**src/hw/rtl/dgss_pkg.sv**
```systemverilog
// Shared types and constants for the depth-gated skin segmenter.
package dgss_pkg;

  // Configuration register indexes.
  typedef enum logic [2:0] {
    REG_DEPTH_FAR  = 3'd0,
    REG_DEPTH_NEAR = 3'd1,
    REG_CR_LOW     = 3'd2,
    REG_CR_HIGH    = 3'd3,
    REG_CB_LOW     = 3'd4,
    REG_CB_HIGH    = 3'd5
  } cfg_reg_t;

  localparam int CfgIndexWidth = 3;
  localparam int CfgDataWidth  = 16;

  // Reset values of the configuration registers.
  localparam logic [15:0] DEPTH_FAR_RST  = 16'd1000;
  localparam logic [15:0] DEPTH_NEAR_RST = 16'd15;
  localparam logic [7:0]  CR_LOW_RST     = 8'd133;
  localparam logic [7:0]  CR_HIGH_RST    = 8'd173;
  localparam logic [7:0]  CB_LOW_RST     = 8'd77;
  localparam logic [7:0]  CB_HIGH_RST    = 8'd127;

  // BT.601 luma weights, Q14.
  localparam logic [12:0] LUMA_R_GAIN = 13'd4899;
  localparam logic [13:0] LUMA_G_GAIN = 14'd9617;
  localparam logic [10:0] LUMA_B_GAIN = 11'd1868;
  localparam logic [21:0] LUMA_ROUND  = 22'd8192;

  // Chroma gains, Q14, and the offset of 128 plus rounding.
  localparam logic signed [23:0] CR_GAIN     = 24'sd11682;
  localparam logic signed [23:0] CB_GAIN     = 24'sd9241;
  localparam logic signed [23:0] CHROMA_BIAS = 24'sd2105344;

  // Gray scaling: (depth - 10) / 5 by reciprocal, exact for 16-bit operands.
  localparam logic [15:0] GRAY_OFFSET = 16'd10;
  localparam logic [15:0] RECIP_5     = 16'd52429;
  localparam int          RecipShift  = 18;

  typedef struct packed {
    logic [7:0]  blue;
    logic [7:0]  green;
    logic [7:0]  red;
    logic [15:0] depth;
  } pixel_t;

  typedef struct packed {
    logic [15:0] depth_far;
    logic [15:0] depth_near;
    logic [7:0]  cr_low;
    logic [7:0]  cr_high;
    logic [7:0]  cb_low;
    logic [7:0]  cb_high;
  } cfg_t;

  // Beat from the front end: gated color and luma partial products.
  typedef struct packed {
    logic [7:0]  red;
    logic [7:0]  blue;
    logic [20:0] prod_r;
    logic [21:0] prod_g;
    logic [18:0] prod_b;
    logic [7:0]  gray;
  } luma_t;

  // Beat from the chroma unit: biased Q14 chroma sums.
  typedef struct packed {
    logic signed [23:0] sum_cr;
    logic signed [23:0] sum_cb;
    logic [7:0]         gray;
  } chroma_t;

endpackage

```
**src/hw/rtl/dgss_if.sv**
```systemverilog
// Stream interfaces for the pixel input and the result output.
interface dgss_pixel_if;
  logic        valid;
  logic        ready;
  logic [7:0]  blue;
  logic [7:0]  green;
  logic [7:0]  red;
  logic [15:0] depth;

  modport source (output valid, blue, green, red, depth, input ready);
  modport sink (input valid, blue, green, red, depth, output ready);
endinterface

interface dgss_result_if;
  logic       valid;
  logic       ready;
  logic [7:0] gray;
  logic       skin_mask;

  modport source (output valid, gray, skin_mask, input ready);
  modport sink (input valid, gray, skin_mask, output ready);
endinterface

```
**src/hw/rtl/dgss_front.sv**
```systemverilog
// Front end: depth gate, gray scaling and luma partial products (two stages).
module dgss_front (
  input  logic            clk,
  input  logic            rst,
  input  logic            in_valid,
  output logic            in_ready,
  input  dgss_pkg::pixel_t in_pix,
  input  dgss_pkg::cfg_t   cfg,
  output logic            out_valid,
  input  logic            out_ready,
  output dgss_pkg::luma_t  out_data
);
  import dgss_pkg::*;

  logic        s1_valid;
  logic        s1_ready;
  logic [7:0]  s1_red;
  logic [7:0]  s1_green;
  logic [7:0]  s1_blue;
  logic        s1_neg;
  logic [7:0]  s1_neg_gray;
  logic [31:0] s1_quot_prod;

  logic        s2_valid;
  logic        s2_ready;
  luma_t       s2_data;

  logic        in_window;
  logic [15:0] depth_sub;
  logic [7:0]  neg_gray;

  // Stall chain: a stage takes a beat when it is empty or its successor moves.
  assign s2_ready = !s2_valid || out_ready;
  assign s1_ready = !s1_valid || s2_ready;
  assign in_ready = s1_ready;

  // Depth gate and the small-depth cases of the truncating division.
  always_comb begin
    in_window = (in_pix.depth > cfg.depth_near) && (in_pix.depth < cfg.depth_far);
    depth_sub = in_pix.depth - GRAY_OFFSET;
    if (in_pix.depth == 16'd0) begin
      neg_gray = 8'd254;
    end else if (in_pix.depth <= 16'd5) begin
      neg_gray = 8'd255;
    end else begin
      neg_gray = 8'd0;
    end
  end

  // Stage 1: gated color and reciprocal product for the gray value.
  always_ff @(posedge clk) begin
    if (rst) begin
      s1_valid <= 1'b0;
    end else if (s1_ready) begin
      s1_valid <= in_valid;
    end
    if (s1_ready && in_valid) begin
      s1_red       <= in_window ? in_pix.red : 8'd0;
      s1_green     <= in_window ? in_pix.green : 8'd0;
      s1_blue      <= in_window ? in_pix.blue : 8'd0;
      s1_neg       <= in_pix.depth < GRAY_OFFSET;
      s1_neg_gray  <= neg_gray;
      s1_quot_prod <= 32'(depth_sub) * 32'(RECIP_5);
    end
  end

  // Stage 2: luma products and the final gray byte.
  always_ff @(posedge clk) begin
    if (rst) begin
      s2_valid <= 1'b0;
    end else if (s2_ready) begin
      s2_valid <= s1_valid;
    end
    if (s2_ready && s1_valid) begin
      s2_data.red    <= s1_red;
      s2_data.blue   <= s1_blue;
      s2_data.prod_r <= 21'(s1_red * LUMA_R_GAIN);
      s2_data.prod_g <= 22'(s1_green * LUMA_G_GAIN);
      s2_data.prod_b <= 19'(s1_blue * LUMA_B_GAIN);
      s2_data.gray   <= s1_neg ? s1_neg_gray : s1_quot_prod[RecipShift +: 8];
    end
  end

  assign out_valid = s2_valid;
  assign out_data  = s2_data;

endmodule

```
**src/hw/rtl/dgss_chroma.sv**
```systemverilog
// Chroma unit: luma sum, color differences and scaled chroma (two stages).
module dgss_chroma (
  input  logic              clk,
  input  logic              rst,
  input  logic              in_valid,
  output logic              in_ready,
  input  dgss_pkg::luma_t    in_data,
  output logic              out_valid,
  input  logic              out_ready,
  output dgss_pkg::chroma_t  out_data
);
  import dgss_pkg::*;

  logic              s3_valid;
  logic              s3_ready;
  logic signed [8:0] s3_diff_r;
  logic signed [8:0] s3_diff_b;
  logic [7:0]        s3_gray;

  logic              s4_valid;
  logic              s4_ready;
  chroma_t           s4_data;

  logic [21:0]       luma_sum;
  logic [7:0]        luma;

  assign s4_ready = !s4_valid || out_ready;
  assign s3_ready = !s3_valid || s4_ready;
  assign in_ready = s3_ready;

  // Luma is the rounded Q14 sum; the weights add to one, so it fits a byte.
  always_comb begin
    luma_sum = 22'(in_data.prod_r) + in_data.prod_g + 22'(in_data.prod_b) + LUMA_ROUND;
    luma     = luma_sum[21:14];
  end

  // Stage 3: signed color differences.
  always_ff @(posedge clk) begin
    if (rst) begin
      s3_valid <= 1'b0;
    end else if (s3_ready) begin
      s3_valid <= in_valid;
    end
    if (s3_ready && in_valid) begin
      s3_diff_r <= $signed({1'b0, in_data.red}) - $signed({1'b0, luma});
      s3_diff_b <= $signed({1'b0, in_data.blue}) - $signed({1'b0, luma});
      s3_gray   <= in_data.gray;
    end
  end

  // Stage 4: scaled and biased chroma sums.
  always_ff @(posedge clk) begin
    if (rst) begin
      s4_valid <= 1'b0;
    end else if (s4_ready) begin
      s4_valid <= s3_valid;
    end
    if (s4_ready && s3_valid) begin
      s4_data.sum_cr <= 24'(s3_diff_r) * CR_GAIN + CHROMA_BIAS;
      s4_data.sum_cb <= 24'(s3_diff_b) * CB_GAIN + CHROMA_BIAS;
      s4_data.gray   <= s3_gray;
    end
  end

  assign out_valid = s4_valid;
  assign out_data  = s4_data;

endmodule

```
**src/hw/rtl/dgss_classify.sv**
```systemverilog
// Classifier: chroma saturation, window test and the registered result beat.
module dgss_classify (
  input  logic              clk,
  input  logic              rst,
  input  logic              in_valid,
  output logic              in_ready,
  input  dgss_pkg::chroma_t  in_data,
  input  dgss_pkg::cfg_t     cfg,
  output logic              out_valid,
  input  logic              out_ready,
  output logic [7:0]        out_gray,
  output logic              out_skin
);
  import dgss_pkg::*;

  logic              s5_valid;
  logic              s5_ready;
  logic [7:0]        s5_gray;
  logic              s5_skin;

  logic signed [9:0] cr_wide;
  logic signed [9:0] cb_wide;
  logic [7:0]        cr;
  logic [7:0]        cb;
  logic              skin;

  assign s5_ready = !s5_valid || out_ready;
  assign in_ready = s5_ready;

  // Arithmetic shift down by 14, then clamp to the 0..255 range.
  always_comb begin
    cr_wide = in_data.sum_cr[23:14];
    cb_wide = in_data.sum_cb[23:14];
    if (cr_wide[9]) begin
      cr = 8'd0;
    end else if (cr_wide[8]) begin
      cr = 8'd255;
    end else begin
      cr = cr_wide[7:0];
    end
    if (cb_wide[9]) begin
      cb = 8'd0;
    end else if (cb_wide[8]) begin
      cb = 8'd255;
    end else begin
      cb = cb_wide[7:0];
    end
    skin = (cr > cfg.cr_low) && (cr < cfg.cr_high) &&
           (cb > cfg.cb_low) && (cb < cfg.cb_high);
  end

  // Stage 5: output register.
  always_ff @(posedge clk) begin
    if (rst) begin
      s5_valid <= 1'b0;
    end else if (s5_ready) begin
      s5_valid <= in_valid;
    end
    if (s5_ready && in_valid) begin
      s5_gray <= skin ? in_data.gray : 8'd0;
      s5_skin <= skin;
    end
  end

  assign out_valid = s5_valid;
  assign out_gray  = s5_gray;
  assign out_skin  = s5_skin;

endmodule

```
**src/hw/rtl/depth_gated_skin_segmenter_core.sv**
```systemverilog
// Top level of the depth-gated skin segmenter: config registers and the pipeline.
// Throughput: one pixel per cycle while the output is not stalled; five register
// stages, each stalling on its own, carry a pixel from the input to the result.
// A waiting result stalls new pixels once the stages ahead of it are full.
// Reset (synchronous, active high) empties all stages and loads the default windows.
module depth_gated_skin_segmenter_core (
  input  logic                                  clk,
  input  logic                                  rst,
  dgss_pixel_if.sink                            pixel_in,
  dgss_result_if.source                         result_out,
  input  logic                                  cfg_write,
  input  logic [dgss_pkg::CfgIndexWidth-1:0]    cfg_index,
  input  logic [dgss_pkg::CfgDataWidth-1:0]     cfg_data
);
  import dgss_pkg::*;

  cfg_t    cfg;
  pixel_t  in_pix;

  logic    front_valid;
  logic    front_ready;
  luma_t   front_data;
  logic    chroma_valid;
  logic    chroma_ready;
  chroma_t chroma_data;

  // Configuration registers.
  always_ff @(posedge clk) begin
    if (rst) begin
      cfg.depth_far  <= DEPTH_FAR_RST;
      cfg.depth_near <= DEPTH_NEAR_RST;
      cfg.cr_low     <= CR_LOW_RST;
      cfg.cr_high    <= CR_HIGH_RST;
      cfg.cb_low     <= CB_LOW_RST;
      cfg.cb_high    <= CB_HIGH_RST;
    end else if (cfg_write) begin
      unique case (cfg_index)
        REG_DEPTH_FAR:  cfg.depth_far  <= cfg_data;
        REG_DEPTH_NEAR: cfg.depth_near <= cfg_data;
        REG_CR_LOW:     cfg.cr_low     <= cfg_data[7:0];
        REG_CR_HIGH:    cfg.cr_high    <= cfg_data[7:0];
        REG_CB_LOW:     cfg.cb_low     <= cfg_data[7:0];
        REG_CB_HIGH:    cfg.cb_high    <= cfg_data[7:0];
        default: ;
      endcase
    end
  end

  always_comb begin
    in_pix.blue  = pixel_in.blue;
    in_pix.green = pixel_in.green;
    in_pix.red   = pixel_in.red;
    in_pix.depth = pixel_in.depth;
  end

  // Depth gate, gray scaling and luma products.
  dgss_front u_front (
    .clk       (clk),
    .rst       (rst),
    .in_valid  (pixel_in.valid),
    .in_ready  (pixel_in.ready),
    .in_pix    (in_pix),
    .cfg       (cfg),
    .out_valid (front_valid),
    .out_ready (front_ready),
    .out_data  (front_data)
  );

  // Luma, color differences and chroma.
  dgss_chroma u_chroma (
    .clk       (clk),
    .rst       (rst),
    .in_valid  (front_valid),
    .in_ready  (front_ready),
    .in_data   (front_data),
    .out_valid (chroma_valid),
    .out_ready (chroma_ready),
    .out_data  (chroma_data)
  );

  // Window test and output register.
  dgss_classify u_classify (
    .clk       (clk),
    .rst       (rst),
    .in_valid  (chroma_valid),
    .in_ready  (chroma_ready),
    .in_data   (chroma_data),
    .cfg       (cfg),
    .out_valid (result_out.valid),
    .out_ready (result_out.ready),
    .out_gray  (result_out.gray),
    .out_skin  (result_out.skin_mask)
  );

endmodule

```
**src/flat_wrapper.sv**
```systemverilog
// flat-port wrapper written by rule: the top's interface ports become plain ports
module depth_gated_skin_segmenter_core_flat import dgss_pkg::*;
  (clk, rst, cfg_write, cfg_index, cfg_data, pixel_in_valid, pixel_in_blue, pixel_in_green, pixel_in_red, pixel_in_depth, pixel_in_ready, result_out_valid, result_out_gray, result_out_skin_mask, result_out_ready);
  dgss_pixel_if pixel_in_i ();
  dgss_result_if result_out_i ();
  input  logic clk;
  input  logic rst;
  input  logic cfg_write;
  input  logic [dgss_pkg::CfgIndexWidth-1:0] cfg_index;
  input  logic [dgss_pkg::CfgDataWidth-1:0] cfg_data;
  input wire logic [$bits(pixel_in_i.valid)-1:0] pixel_in_valid;
  input wire logic [$bits(pixel_in_i.blue)-1:0] pixel_in_blue;
  input wire logic [$bits(pixel_in_i.green)-1:0] pixel_in_green;
  input wire logic [$bits(pixel_in_i.red)-1:0] pixel_in_red;
  input wire logic [$bits(pixel_in_i.depth)-1:0] pixel_in_depth;
  output wire logic [$bits(pixel_in_i.ready)-1:0] pixel_in_ready;
  output wire logic [$bits(result_out_i.valid)-1:0] result_out_valid;
  output wire logic [$bits(result_out_i.gray)-1:0] result_out_gray;
  output wire logic [$bits(result_out_i.skin_mask)-1:0] result_out_skin_mask;
  input wire logic [$bits(result_out_i.ready)-1:0] result_out_ready;
  assign pixel_in_i.valid = pixel_in_valid;
  assign pixel_in_i.blue = pixel_in_blue;
  assign pixel_in_i.green = pixel_in_green;
  assign pixel_in_i.red = pixel_in_red;
  assign pixel_in_i.depth = pixel_in_depth;
  assign pixel_in_ready = pixel_in_i.ready;
  assign result_out_valid = result_out_i.valid;
  assign result_out_gray = result_out_i.gray;
  assign result_out_skin_mask = result_out_i.skin_mask;
  assign result_out_i.ready = result_out_ready;
  depth_gated_skin_segmenter_core u_core (.clk(clk), .rst(rst), .pixel_in(pixel_in_i), .result_out(result_out_i), .cfg_write(cfg_write), .cfg_index(cfg_index), .cfg_data(cfg_data));
endmodule
```
**config.mk**
```make
export PLATFORM = sky130hd
export DESIGN_NAME = depth_gated_skin_segmenter_core_flat
export DESIGN_NICKNAME = d
export VERILOG_FILES = /design/src/hw/rtl/dgss_pkg.sv /design/src/hw/rtl/dgss_if.sv /design/src/hw/rtl/dgss_front.sv /design/src/hw/rtl/dgss_chroma.sv /design/src/hw/rtl/dgss_classify.sv /design/src/hw/rtl/depth_gated_skin_segmenter_core.sv /design/src/flat_wrapper.sv
export SDC_FILE = /design/constraint.sdc
export NUM_CORES = 1
export LEC_CHECK = 0
export ABC_AREA = 1
export CAP_MARGIN = 5
export CORE_UTILIZATION = 46
export CTS_CLUSTER_SIZE = 14
export DETAILED_ROUTE_END_ITERATION = 6
export DONT_BUFFER_PORTS = 1
export GPL_TIMING_DRIVEN = 0
export PLACE_DENSITY = 0.65
export SETUP_SLACK_MARGIN = 0.2
export SYNTH_ARGS = -nofsm -noshare
export SYNTH_HDL_FRONTEND = slang
export SYNTH_SLANG_ARGS = --single-unit
```
**constraint.sdc**
```tcl
create_clock -name clk -period 6 [get_ports clk]
set_input_delay 0.3 -clock clk [delete_from_list [all_inputs] [get_ports clk]]
set_output_delay 0.3 -clock clk [all_outputs]
set_load 0.05 [all_outputs]
```
; ---- After elaboration in Yosys (flattened, before gate mapping)
; Index checks and enable logic that the tools add are counted.
[op_classes]
n_addsub = 8
n_mul = 6
magnitude_cmp = 8
eq_ne = 5
n_mux = 6
reduce_logical = 27
[op_table]
columns = operator, count
row1 = adder 24 x 23 -> 24 bit (second input constant), 2
row2 = 2-to-1 mux 8 bit, 6
row3 = multiplier 16 x 16 -> 26 bit (second input constant), 1
row4 = multiplier 9 x 15 -> 24 bit (second input constant), 1
row5 = multiplier 9 x 14 -> 23 bit (second input constant), 1
row6 = adder 21 x 22 -> 22 bit, 1
row7 = adder 22 x 14 -> 22 bit (second input constant), 1
row8 = adder 22 x 19 -> 22 bit, 1
row9 = multiplier 8 x 14 -> 22 bit (second input constant), 1
row10 = multiplier 8 x 13 -> 21 bit (second input constant), 1
row11 = subtractor 8 x 8 -> 9 bit, 2
row12 = multiplier 8 x 9 -> 17 bit (second input constant), 1
row13 = > comparator 16 bit, 1
row14 = > comparator 8 bit, 2
row15 = <= comparator 16 x 3 -> 1 bit (second input constant), 1
row16 = logical NOT 16 bit, 1
row17 = less-than comparator 16 bit, 1
row18 = less-than comparator 16 x 4 -> 1 bit (second input constant), 1
row19 = less-than comparator 8 bit, 2
row20 = subtractor 16 x 4 -> 16 bit (second input constant), 1
row21 = AND reduction 2 bit, 6
row22 = logical AND 1 bit, 9
row23 = == test 3 x 2 -> 1 bit (second input constant), 2
row24 = == test 3 bit (second input constant), 2
row25 = 4 further kinds, 12
[word_totals]
reg_bits = 303
word_cells = 91

; ---- Depth between registers and ports, before layout
; Gate-level depths: netlist (run 1).
[depth]
word_depth = 7
depth_mapped = 29
ltp_nobuf = 29

; ---- Cells and area by module
; Synthesis (run 1) repeated with hierarchy kept, for this count alone.
[hier_totals]
hier_cells = 3053
hier_area_um2 = 27024.7
[modules_own_cells]
columns = module, n_inst, cells_each, area_per_inst_um2, seq_area_each_um2
row1 = dgss_front, 1, 1536, 14069.7, 3553.4
row2 = dgss_chroma, 1, 958, 9095.0, 2472.4
row3 = depth_gated_skin_segmenter_core, 1, 349, 2467.4, 1281.2
row4 = dgss_classify, 1, 210, 1392.6, 290.3

; ---- Worst setup path after synthesis (run 1)
; OpenSTA, ideal clock, no wires.
[synth_path]
path_type = input port to flip-flop
startpoint = input port pixel_in_depth[1]
endpoint = register u_core.u_front.s1_quot_prod[23], data pin
setup_time_ns = 0.258
arrival_ns = 5.617
required_time_ns = 5.742
setup_slack_ns = 0.125
stages = 25
cell_sequence = inv_1 ha_1 o21bai_1 nor4_2 nand2_1 or2_1 o21ai_0 ha_1 ha_1 fa_1 fa_1 fa_1 inv_1 fa_1 inv_1 ha_1 a21oi_1 o21ai_0 a21oi_1 nand2_1 nand2_1 nand2_1 nand2_1 nand2_1 xor2_1
[synth_between]
elab_chain_len = 2
[synth_rtl]
columns = element, line
row1 = from (decl), flat_wrapper.sv:15  ; input wire logic [$bits(pixel_in_i.depth)-1:0] pixel_in_depth;
row2 = subtractor 16 x 4 -> 16 bit, dgss_front.sv:40  ; depth_sub = in_pix.depth - GRAY_OFFSET;
row3 = multiplier 16 x 16 -> 26 bit, dgss_front.sv:63  ; s1_quot_prod <= 32'(depth_sub) * 32'(RECIP_5);
row4 = to (signal assigned), dgss_front.sv:63
row5 = to (decl), dgss_front.sv:22  ; logic [31:0] s1_quot_prod;
; Every way passes these cells.
; A chain may end at the register's enable or synchronous reset.

; ---- Final worst setup path (run 1)
[layout_path]
startpoint = input port pixel_in_depth[1]
endpoint = register u_core.u_front.s1_quot_prod[24], data pin
; The elaborated chain is that of the path after synthesis.

==> metrics.txt, run 1 <==
Tightest Pin Transition=1040 ps; Crit Path Category=in2reg; die area=0.0542 mm²; prevailing post-synth register cell=edfxtp_1; sequential area share after synthesis=27.7%; post-synth top area cell=ha_1; starting density of the core=46.6%; # DRC=0; vias in the first global route=18000; crit path capture type=register; first-pass GRT wire length=87.1 mm; CTS Buf Count=28; Vias=17400; Slew Viols, Final=0; Clock Skews=15.7 ps; CTS tree=done; RePlAce Congestion=0.886; crit path DAT=5820 ps; max-cap viol count=0; DIE HEIGHT=233 µm; worst-path fanout max=5; Starting DRT DRC Count=1004; Sink Count=249; Syn. warnings=0; CP Data Required Time=6280 ps; clock period minus worst slack=5540 ps; Syn Inst Count=2625; GR Overflow Total=0; Final setup viols=0; Core ar.=0.0526 mm²; status=complete, no violations; syn_nets=3361; largest net degree at the start of global routing=36; Die X=233 µm; root buf cell=clkbuf_16; #FFs+latches synth=249; worst hold-check path type=in2reg; Port-buffer cells=0; initial antenna violation count=0; nets=3446; Yosys cell types=47; GRT Util Overall=20.1%; RSZ-0062 raised after global routing=no; clock transition at the registers of the reported paths=60 ps; Synth top area share=25.4%; Post-synth EDFFs=180; dpl hpwl=43.4 mm; Final period util=92.4%; FMAX=180 MHz; diode count=0; Detailed Route WL=52.1 mm; worst skew pair latency=560 ps; Crit-path slowest cell=fa_1; num rows=84; Async S/R FF share, synth=0%; Ports=75; drt pass-1 iters=5; final hold violation count=0; synth top area cells=ha_1 (25%), edfxtp_1 (22%), fa_1 (14%); Routed WL per cell=15.2 µm; largest stage delay on the critical path=570 ps; startpoint types=input port; area growth from synthesis to final layout=10.2%; worst-path cell chain=clkinvlp_4 -> ha_4 -> o21bai_4 -> nor4_4 -> xnor2_1 -> inv_2 -> ha_2 -> inv_1 -> fa_1 -> inv_1 -> fa_1 -> fa_1 -> fa_1 -> inv_1 -> fa_1 -> inv_1 -> ha_1 -> nand2_1 -> inv_1 -> nand4_1 -> a21oi_1 -> nor2_1 -> o311ai_4 -> xor2_2; delay-heaviest family, CP=adder cells; fraction of layout cells with a size suffix above 1=4.10%; Relative slew margins=30.9%; synthesized area=0.0245 mm²; Detail Route Antenna Nets=0; synthesized area per cell=9.33 µm²; Worst Path Buf+Inv=7; routed vias/inst=5.09; CTS max path bufs=3; H-tree Lvls=1; Final TNS setup=0 ps
path summary, 6_finish.rpt:
check / slack [ps] / endpoint / start / depth (start not counted)
worst min register to register: 420 / u_core.u_chroma.out_data[1] / u_core.u_chroma.s3_gray[1] / 0
worst min-delay path: 30 / u_core.cfg[63] / cfg_data[15] / 2
worst max register to register: 960 / u_core.u_chroma.out_data[55] / u_core.u_chroma.s3_diff_r[8] / 21
worst max-delay path: 460 / u_core.u_front.s1_quot_prod[24] / pixel_in_depth[1] / 24
cells in the mapped netlist, types with 16 or more instances:
master	number
a21oi_1	194
dfxtp_1	69
edfxtp_1	180
fa_1	174
ha_1	498
inv_1	594
nand2_1	300
nand3_1	63
nand4_1	22
nor2_1	142
nor2_2	22
o211ai_1	24
o21ai_0	110
o21bai_1	16
xnor2_1	28
xor2_1	82
sequential cells by signal, summed over array words and instances, names as in the netlist:
signal	count
u_core.u_front.out_data	82
u_core.u_front.s1_green	8
u_core.u_front.s1_neg_gray	2
u_core.u_classify.out_skin	1
u_core.u_front.s1_quot_prod	8
u_core.u_classify.out_valid	1
u_core.u_classify.out_gray	8
u_core.u_chroma.s3_valid	1
u_core.u_front.out_valid	1
u_core.u_front.s1_neg	1
u_core.u_chroma.s3_diff_r	9
u_core.u_front.s1_valid	1
u_core.u_front.s1_blue	8
u_core.u_front.s1_red	8
u_core.u_chroma.out_valid	1
u_core.cfg	64
u_core.u_chroma.out_data	28
u_core.u_chroma.s3_gray	8
u_core.u_chroma.s3_diff_b	9
through the flow:
stage / hold WS (ps) / cells / instance area (µm²) / worst slack (ps) / util (%)
2_1_floorplan: 400 / 2625 / 24500 / 300 / -
3_3_place_gp: 405 / 3313 / 25300 / -868 / 48.2
6_report: 29.7 / 3419 / 27000 / 456 / 51.3
3_5_place_dp: 408 / 3316 / 25400 / -925 / 48.4
4_1_cts: 16.1 / 3411 / 26900 / 222 / 51.1
5_1_grt: 24.9 / 3419 / 27000 / 184 / 51.3
cell families (layout without fill, tap and decap cells):
kind of cell | after synthesis | after routing | share of synthesized area, %
muxes | 1 | 1 | 0.0460
adders and majority gates | 672 | 672 | 39.7
and+or+nand+nor | 596 | 596 | 10.5
DFF | 249 | 249 | 27.7
xor gates and xnor gates | 110 | 110 | 3.93
AOI/OAI and AO/OA | 381 | 381 | 8.57
buffers and inverters | 616 | 722 | 9.52
layer usage:
| layer | vias up | global-route usage [%] | wire [µm] |
|---|---|---|---|
| li1 | 8782 | - | - |
| met1 | 8226 | 26.3 | 23900 |
| met2 | 297 | 34.4 | 24500 |
| met3 | 101 | 2.70 | 2050 |
| met4 | 0 | 6.15 | 1640 |
| met5 | - | 0 | 0 |
cell type report:
type	instances	area, µm²
clock buffers	34	744
flip-flops and latches	249	6790
well taps	688	861
fillers	4722	25600
multi-input cells	1760	15500
clock inverters	17	164
inverters	596	2240
repair buffers	55	568
plain buffers	20	93.8
placed cells by master (no fill, tap or decap), types with 20 or more instances in the layout:
cell type | netlist | layout
dlygate4sd3_1 | 0 | 44
fa_1 | 174 | 174
xor2_1 | 82 | 77
nand2_1 | 300 | 299
o21ai_0 | 110 | 107
nand3_1 | 63 | 63
inv_1 | 594 | 591
nand4_1 | 22 | 22
ha_1 | 498 | 496
clkbuf_1 | 15 | 20
o211ai_1 | 24 | 24
xnor2_1 | 28 | 28
clkbuf_16 | 0 | 29
nor2_2 | 22 | 22
a21oi_1 | 194 | 193
edfxtp_1 | 180 | 180
nor2_1 | 142 | 140
dfxtp_1 | 69 | 69
timing repair:
action | 4_1_cts | 5_1_grt
setup buffers | 0 | 8
hold buffers | 44 | 0
endpoints found under the hold margin | 90 | 0
pin swaps | 0 | 5
resized for setup | 14 | 13
setup endpoints to repair | 7 | 7
Power of run 1 is not shown: default switching activity piles up to over one toggle a cycle in this logic, so the estimate is an artifact.
==> run 2: changes to the inputs <==
--- a/config.mk
+++ b/config.mk
@@ -7,12 +7,12 @@
 export LEC_CHECK = 0
 export ABC_AREA = 1
 export CAP_MARGIN = 5
-export CORE_UTILIZATION = 46
+export CORE_UTILIZATION = 50
 export CTS_CLUSTER_SIZE = 14
 export DETAILED_ROUTE_END_ITERATION = 6
 export DONT_BUFFER_PORTS = 1
 export GPL_TIMING_DRIVEN = 0
-export PLACE_DENSITY = 0.65
+export PLACE_DENSITY = 0.7
 export SETUP_SLACK_MARGIN = 0.2
 export SYNTH_ARGS = -nofsm -noshare
 export SYNTH_HDL_FRONTEND = slang
==> run 2 against run 1 <==
Count of clock-buffer cells in the layout up 6. Final cell count down 2.2%. Maximum frequency up 0.36%. Wire length up 0.55%. Final area down 0.28%. Utilization up 4.7 points. Die area down 7.9%. Sequential cell count unchanged. Setup slack better by 20 ps. First-iteration DRC count down 7.1%. Global-route usage up 1.8 points. Critical path depth down 4.
==> metrics.txt, run 2 (synthesis gave the netlist of run 1 again) <==
status=complete, no violations; hold path start=cfg_data[6]; Clock Skews=20.9 ps (+5.18 ps); routed vias/inst=5.25 (+3.0%); CP Data Required Time=6300 ps (+20 ps); DIE HEIGHT=223 µm (-4.0%); Final period util=92.1% (-0.33 points); first-pass GRT wire length=88.5 mm (+1.7%); startpoint types=input port; number of fill cells=4199 (-11%); max reg flops=82 (unchanged); fraction of layout cells with a size suffix above 1=4.10% (about the same); vias in the first global route=18400 (+2.5%); CTS max path bufs=3 (unchanged); Starting DRT DRC Count=933 (-7.1%); Detailed Route WL=52.4 mm (+0.55%); r2r startpoint=u_core.u_chroma.s3_diff_r[8]; GRT Util Overall=21.9% (+1.8 points); crit path DAT=5820 ps (about the same); Crit Path Category=in2reg; most frequent cells in the layout=inv_1 (592), ha_1 (494), nand2_1 (298); clock transition at the registers of the reported paths=70 ps (about the same); initial antenna violation count=1 (+1); commonest non-fill, non-tap cell in the layout=inv_1; Vias=17500 (+0.82%); worst skew pair latency=560 ps (about the same); # DRC=0 (unchanged); num rows=80 (-4.8%); dpl hpwl=43.8 mm (+0.75%); worst hold-check path type=in2reg; reg2reg end=u_core.u_chroma.out_data[53]; Relative slew margins=30.7% (-0.18 points); CTS tree=done; final setup margin=476 ps (+19.8 ps); Tightest Pin Transition=1040 ps (+2.69 ps); H-tree Lvls=1 (unchanged); root buf cell=clkbuf_16; Die X=223 µm (-4.0%); Port-buffer cells=0 (unchanged); Routed WL per cell=15.7 µm (+2.8%); final hold violation count=0 (unchanged); CTS Buf Count=28 (unchanged); drt pass-1 iters=5 (unchanged); nets=3443 (-0.087%); hold endpoint=u_core.cfg[30]; worst-path cell chain=nor2_1 -> nand2_1 -> nor3_2 -> xor2_1 -> ha_1 -> inv_1 -> fa_1 -> inv_1 -> fa_1 -> inv_1 -> fa_1 -> inv_1 -> fa_1 -> ha_1 -> ha_1 -> nand2_2 -> nor3_2 -> nand4_1 -> o311ai_4 -> xor2_1; Core ar.=0.0480 mm² (-8.6%); die area=0.0499 mm² (-7.9%); max-cap viol count=0 (unchanged); Final setup viols=0 (unchanged); RSZ-0062 raised after global routing=no; Slew Viols, Final=0 (unchanged); area growth from synthesis to final layout=9.87%; clock period minus worst slack=5520 ps (-19.8 ps); starting density of the core=51.0% (+4.4 points); cell count of the worst hold path=2 (unchanged); FMAX=181 MHz (+0.36%); Sink Count=249 (unchanged); crit path capture type=register; largest net degree at the start of global routing=34 (-5.6%); R2R Setup Slk=950 ps (about the same); Crit-path slowest cell=xor2_1; RePlAce Congestion=0.935 (+5.6%); worst-path fanout max=5 (unchanged); GR Overflow Total=0 (unchanged); Detail Route Antenna Nets=0 (unchanged); largest stage delay on the critical path=580 ps (about the same); Ports=75 (unchanged); R2R depth=21 (unchanged); Final TNS setup=0 ps (unchanged); post-place setup slack=-990 ps (-65.0 ps)
[run 2: changes by cell type in the layout (fill, tap and decap cells not counted), sizes merged]
cell and change:
clkinv -4, inv -1, dlygate4sd3 -1, clkinvlp +1, clkbuf +6, diode +1
bufinv -1, buf -2
[run 2: worst max-delay path, delay by kind of cell]
kind | cells | cell delay (ps)
and+or+nand+nor | 6 | 1200
xor gates and xnor gates | 2 | 720
adders and majority gates | 7 | 2970
AOI/OAI and AO/OA | 1 | 360
buffers and inverters | 4 | 280
[run 2: what timing repair did]
action                                  in CTS  in global routing
pin swaps                                    0                  7
endpoints found under the setup margin       7                  8
hold buffers                                43                  0
gates resized for setup                     12                 24
buffers inserted                             0                  6
hold endpoints to repair                    90                  0
[run 2: final cells by class]
type | count | area, µm² | share of cell area, %
Inverter | 596 | 2240 | 8.34
Buffer | 20 | 93.8 | 0.349
Sequential cell | 249 | 6790 | 25.2
Clock inverter | 12 | 113 | 0.419
Clock buffer | 40 | 767 | 2.85
Multi-Input combinational cell | 1760 | 15600 | 57.9
Timing Repair Buffer | 52 | 543 | 2.02
Antenna cell | 1 | 2.50 | 0.00930
Tap cell | 615 | 769 | 2.86
[run 2: layer usage]
| layer | vias to the layer above | track usage (%) | wire length [µm] |
|---|---|---|---|
| li1 | 8752 | - | - |
| met4 | 0 | 5.35 | 1150 |
| met2 | 324 | 38.6 | 25500 |
| met1 | 8385 | 28.6 | 23700 |
| met3 | 87 | 2.57 | 2080 |
| met5 | - | 0 | 0 |
[run 2: stage by stage]
stage	instance area [µm²]	utilization (%)	instances	hold WS [ps]
after floorplan	24500	-	2625	400
after global placement	25300	52.6	3240	403
after detailed placement	25300	52.7	3243	405
after CTS	26700	55.6	3338	3.05
after global routing	26900	56.0	3345	30.3
final	26900	56.0	3345	20.7
[run 2: how the worst max path moves through the flow]
stage,start,end,cells past startpoint,slack [ps]
after floorplan,pixel_in_depth[1],u_core.u_front.s1_quot_prod[23],25,300
after CTS,pixel_in_depth[1],u_core.u_front.s1_quot_prod[24],22,220
after global routing,pixel_in_depth[2],u_core.u_front.s1_quot_prod[20],26,180
after detailed placement,pixel_in_depth[1],u_core.u_front.s1_quot_prod[24],23,-990
after global placement,pixel_in_depth[1],u_core.u_front.s1_quot_prod[24],23,-740
final,pixel_in_depth[4],u_core.u_front.s1_quot_prod[24],20,480
Power of run 2 is left out for the same reason.
==> run 3: changes to the inputs <==
--- a/config.mk
+++ b/config.mk
@@ -7,12 +7,12 @@
 export LEC_CHECK = 0
 export ABC_AREA = 1
 export CAP_MARGIN = 5
-export CORE_UTILIZATION = 50
+export CORE_UTILIZATION = 51
 export CTS_CLUSTER_SIZE = 14
 export DETAILED_ROUTE_END_ITERATION = 6
 export DONT_BUFFER_PORTS = 1
 export GPL_TIMING_DRIVEN = 0
-export PLACE_DENSITY = 0.7
+export PLACE_DENSITY = 0.71
 export SETUP_SLACK_MARGIN = 0.2
 export SYNTH_ARGS = -nofsm -noshare
 export SYNTH_HDL_FRONTEND = slang
==> run 3 against run 2 <==
Utilization up 1.4 points. Largest cell class unchanged. Critical path type unchanged. Setup slack worse by 79 ps. Worst hold slack better by 89 ps.
==> metrics.txt, run 3 (synthesis gave the netlist of run 1 again) <==
Tightest Pin Transition=988 ps (-50.3 ps); fraction of layout cells with a size suffix above 1=4.47% (+0.36 points); Crit Path Category=in2reg; num rows=79 (-1.3%); GR Overflow Total=0 (unchanged); final setup margin=397 ps (-78.9 ps); initial antenna violation count=0 (-1); Starting DRT DRC Count=924 (-0.96%); clock period minus worst slack=5600 ps (+78.9 ps); largest net degree at the start of global routing=36 (+5.9%); CTS tree=done; routed vias/inst=5.29 (+0.80%); post-place setup slack=-868 ps (+123 ps); clock transition at the registers of the reported paths=60 ps (about the same); most frequent cells in the layout=inv_1 (591), ha_1 (496), nand2_1 (297); drt pass-1 iters=6 (+1); area growth from synthesis to final layout=10.1%; root buf cell=clkbuf_16; worst hold-check path type=in2reg; GRT Util Overall=21.8% (-0.15 points); final std cells w/o fill=3338 (-0.21%); die area=0.0489 mm² (-1.9%); DIE HEIGHT=221 µm (-0.98%); Detailed Route WL=51.6 mm (-1.6%); RePlAce Congestion=0.919 (-1.7%); status=complete, no violations; CTS max path bufs=3 (unchanged); first-pass GRT wire length=87.4 mm (-1.3%); starting density of the core=52.2% (+1.2 points); CP Data Required Time=6280 ps (-20 ps); Port-buffer cells=0 (unchanged); commonest non-fill, non-tap cell in the layout=inv_1; Slew Viols, Final=0 (unchanged); max reg flops=82 (unchanged); worst-path fanout max=5 (unchanged); Sink Count=249 (unchanged); Final period util=93.4% (+1.3 points); # DRC=0 (unchanged); vias in the first global route=18200 (-1.0%); Core ar.=0.0470 mm² (-2.3%); Relative slew margins=34.1% (+3.4 points); Final setup viols=0 (unchanged); worst skew pair latency=560 ps (about the same); crit path capture type=register; Routed WL per cell=15.4 µm (-1.3%); H-tree Lvls=1 (unchanged); crit path DAT=5880 ps (+60 ps); RSZ-0062 raised after global routing=no; max-cap viol count=0 (unchanged); R2R Setup Slk=920 ps (-30 ps); startpoint types=input port; Die X=221 µm (-0.98%); CTS Buf Count=29 (+3.6%); FMAX=178 MHz (-1.4%); Clock Skews=20.8 ps (-0.120 ps); total placed cells including tap cells=3235 (-0.25%); Vias=17700 (+0.59%); nets=3443 (unchanged); number of fill cells=4011 (-4.5%); final hold violation count=0 (unchanged); dpl hpwl=42.6 mm (-2.6%); Ports=75 (unchanged); Detail Route Antenna Nets=0 (unchanged)
-- run 3: cell types whose count changed in the layout (fill, tap and decap cells not counted), sizes merged --
cell	previous run	this run
clkinvlp	5	6
clkbuf	55	46
bufinv	2	5
inv	594	601
buf	14	12
dlygate4sd3	43	44
-- run 3: path summary, 6_finish.rpt --
kind / startpoint / to / cells past startpoint
max: pixel_in_depth[2] / u_core.u_front.s1_quot_prod[22] / 23
min: cfg_index[0] / u_core.cfg[51] / 5
max reg2reg: u_core.u_chroma.s3_diff_r[8] / u_core.u_chroma.out_data[53] / 21
min reg2reg: u_core.u_front.out_data[6] / u_core.u_chroma.s3_gray[6] / 0
-- run 3: repair_timing --
| action | 4_1_cts | 5_1_grt |
|---|---|---|
| gates resized for setup | 10 | 22 |
| gates cloned | 0 | 0 |
| hold buffers | 44 | 0 |
| pin swaps | 0 | 4 |
| endpoints found under the hold margin | 91 | 0 |
| buffers inserted | 2 | 2 |
| setup endpoints to repair | 7 | 7 |
-- run 3: routing by layer --
metal,global-route usage [%],routed length (µm),vias up
met5,0,0,-
met4,5.89,1210,0
met3,2.20,2030,78
met2,37.4,24700,330
met1,29.2,23700,8462
li1,-,-,8781
-- run 3: cell type report --
| type | count | area (µm²) | area share, % |
|---|---|---|---|
| well taps | 607 | 759 | 2.82 |
| clock buffers | 31 | 733 | 2.72 |
| diodes | 1 | 2.50 | 0.00928 |
| plain buffers | 20 | 93.8 | 0.348 |
| clock inverters | 23 | 273 | 1.01 |
| inverters | 596 | 2240 | 8.31 |
| flip-flops and latches | 249 | 6790 | 25.2 |
| multi-input cells | 1760 | 15500 | 57.7 |
| repair buffers | 51 | 531 | 1.97 |
-- run 3: critical path, cell delays in order --
cell and delay [ps]:
inv_1 160, ha_4 190, o21bai_4 100, nor4_4 170
nand2_1 110, or2_4 280, nor2_1 120, nand2_1 130
xor2_4 180, ha_1 350, ha_1 290, inv_1 50
fa_1 490, inv_1 50, fa_1 490, fa_1 570
fa_1 510, ha_1 360, a21oi_1 200, o21ai_0 190
a211oi_1 250, nand3_1 150, xor2_2 190
-- run 3: through the flow --
stage	utilization, %	hold WS (ps)	cell area, µm²	TNS [ps]
final	57.4	110	27000	0
after global routing	57.4	106	27000	0
after CTS	57.2	65.3	26800	0
after detailed placement	53.9	405	25300	-4570
after global placement	53.8	405	25200	-22400
after floorplan	-	400	24500	0
Power of run 3 is left out for the same reason.
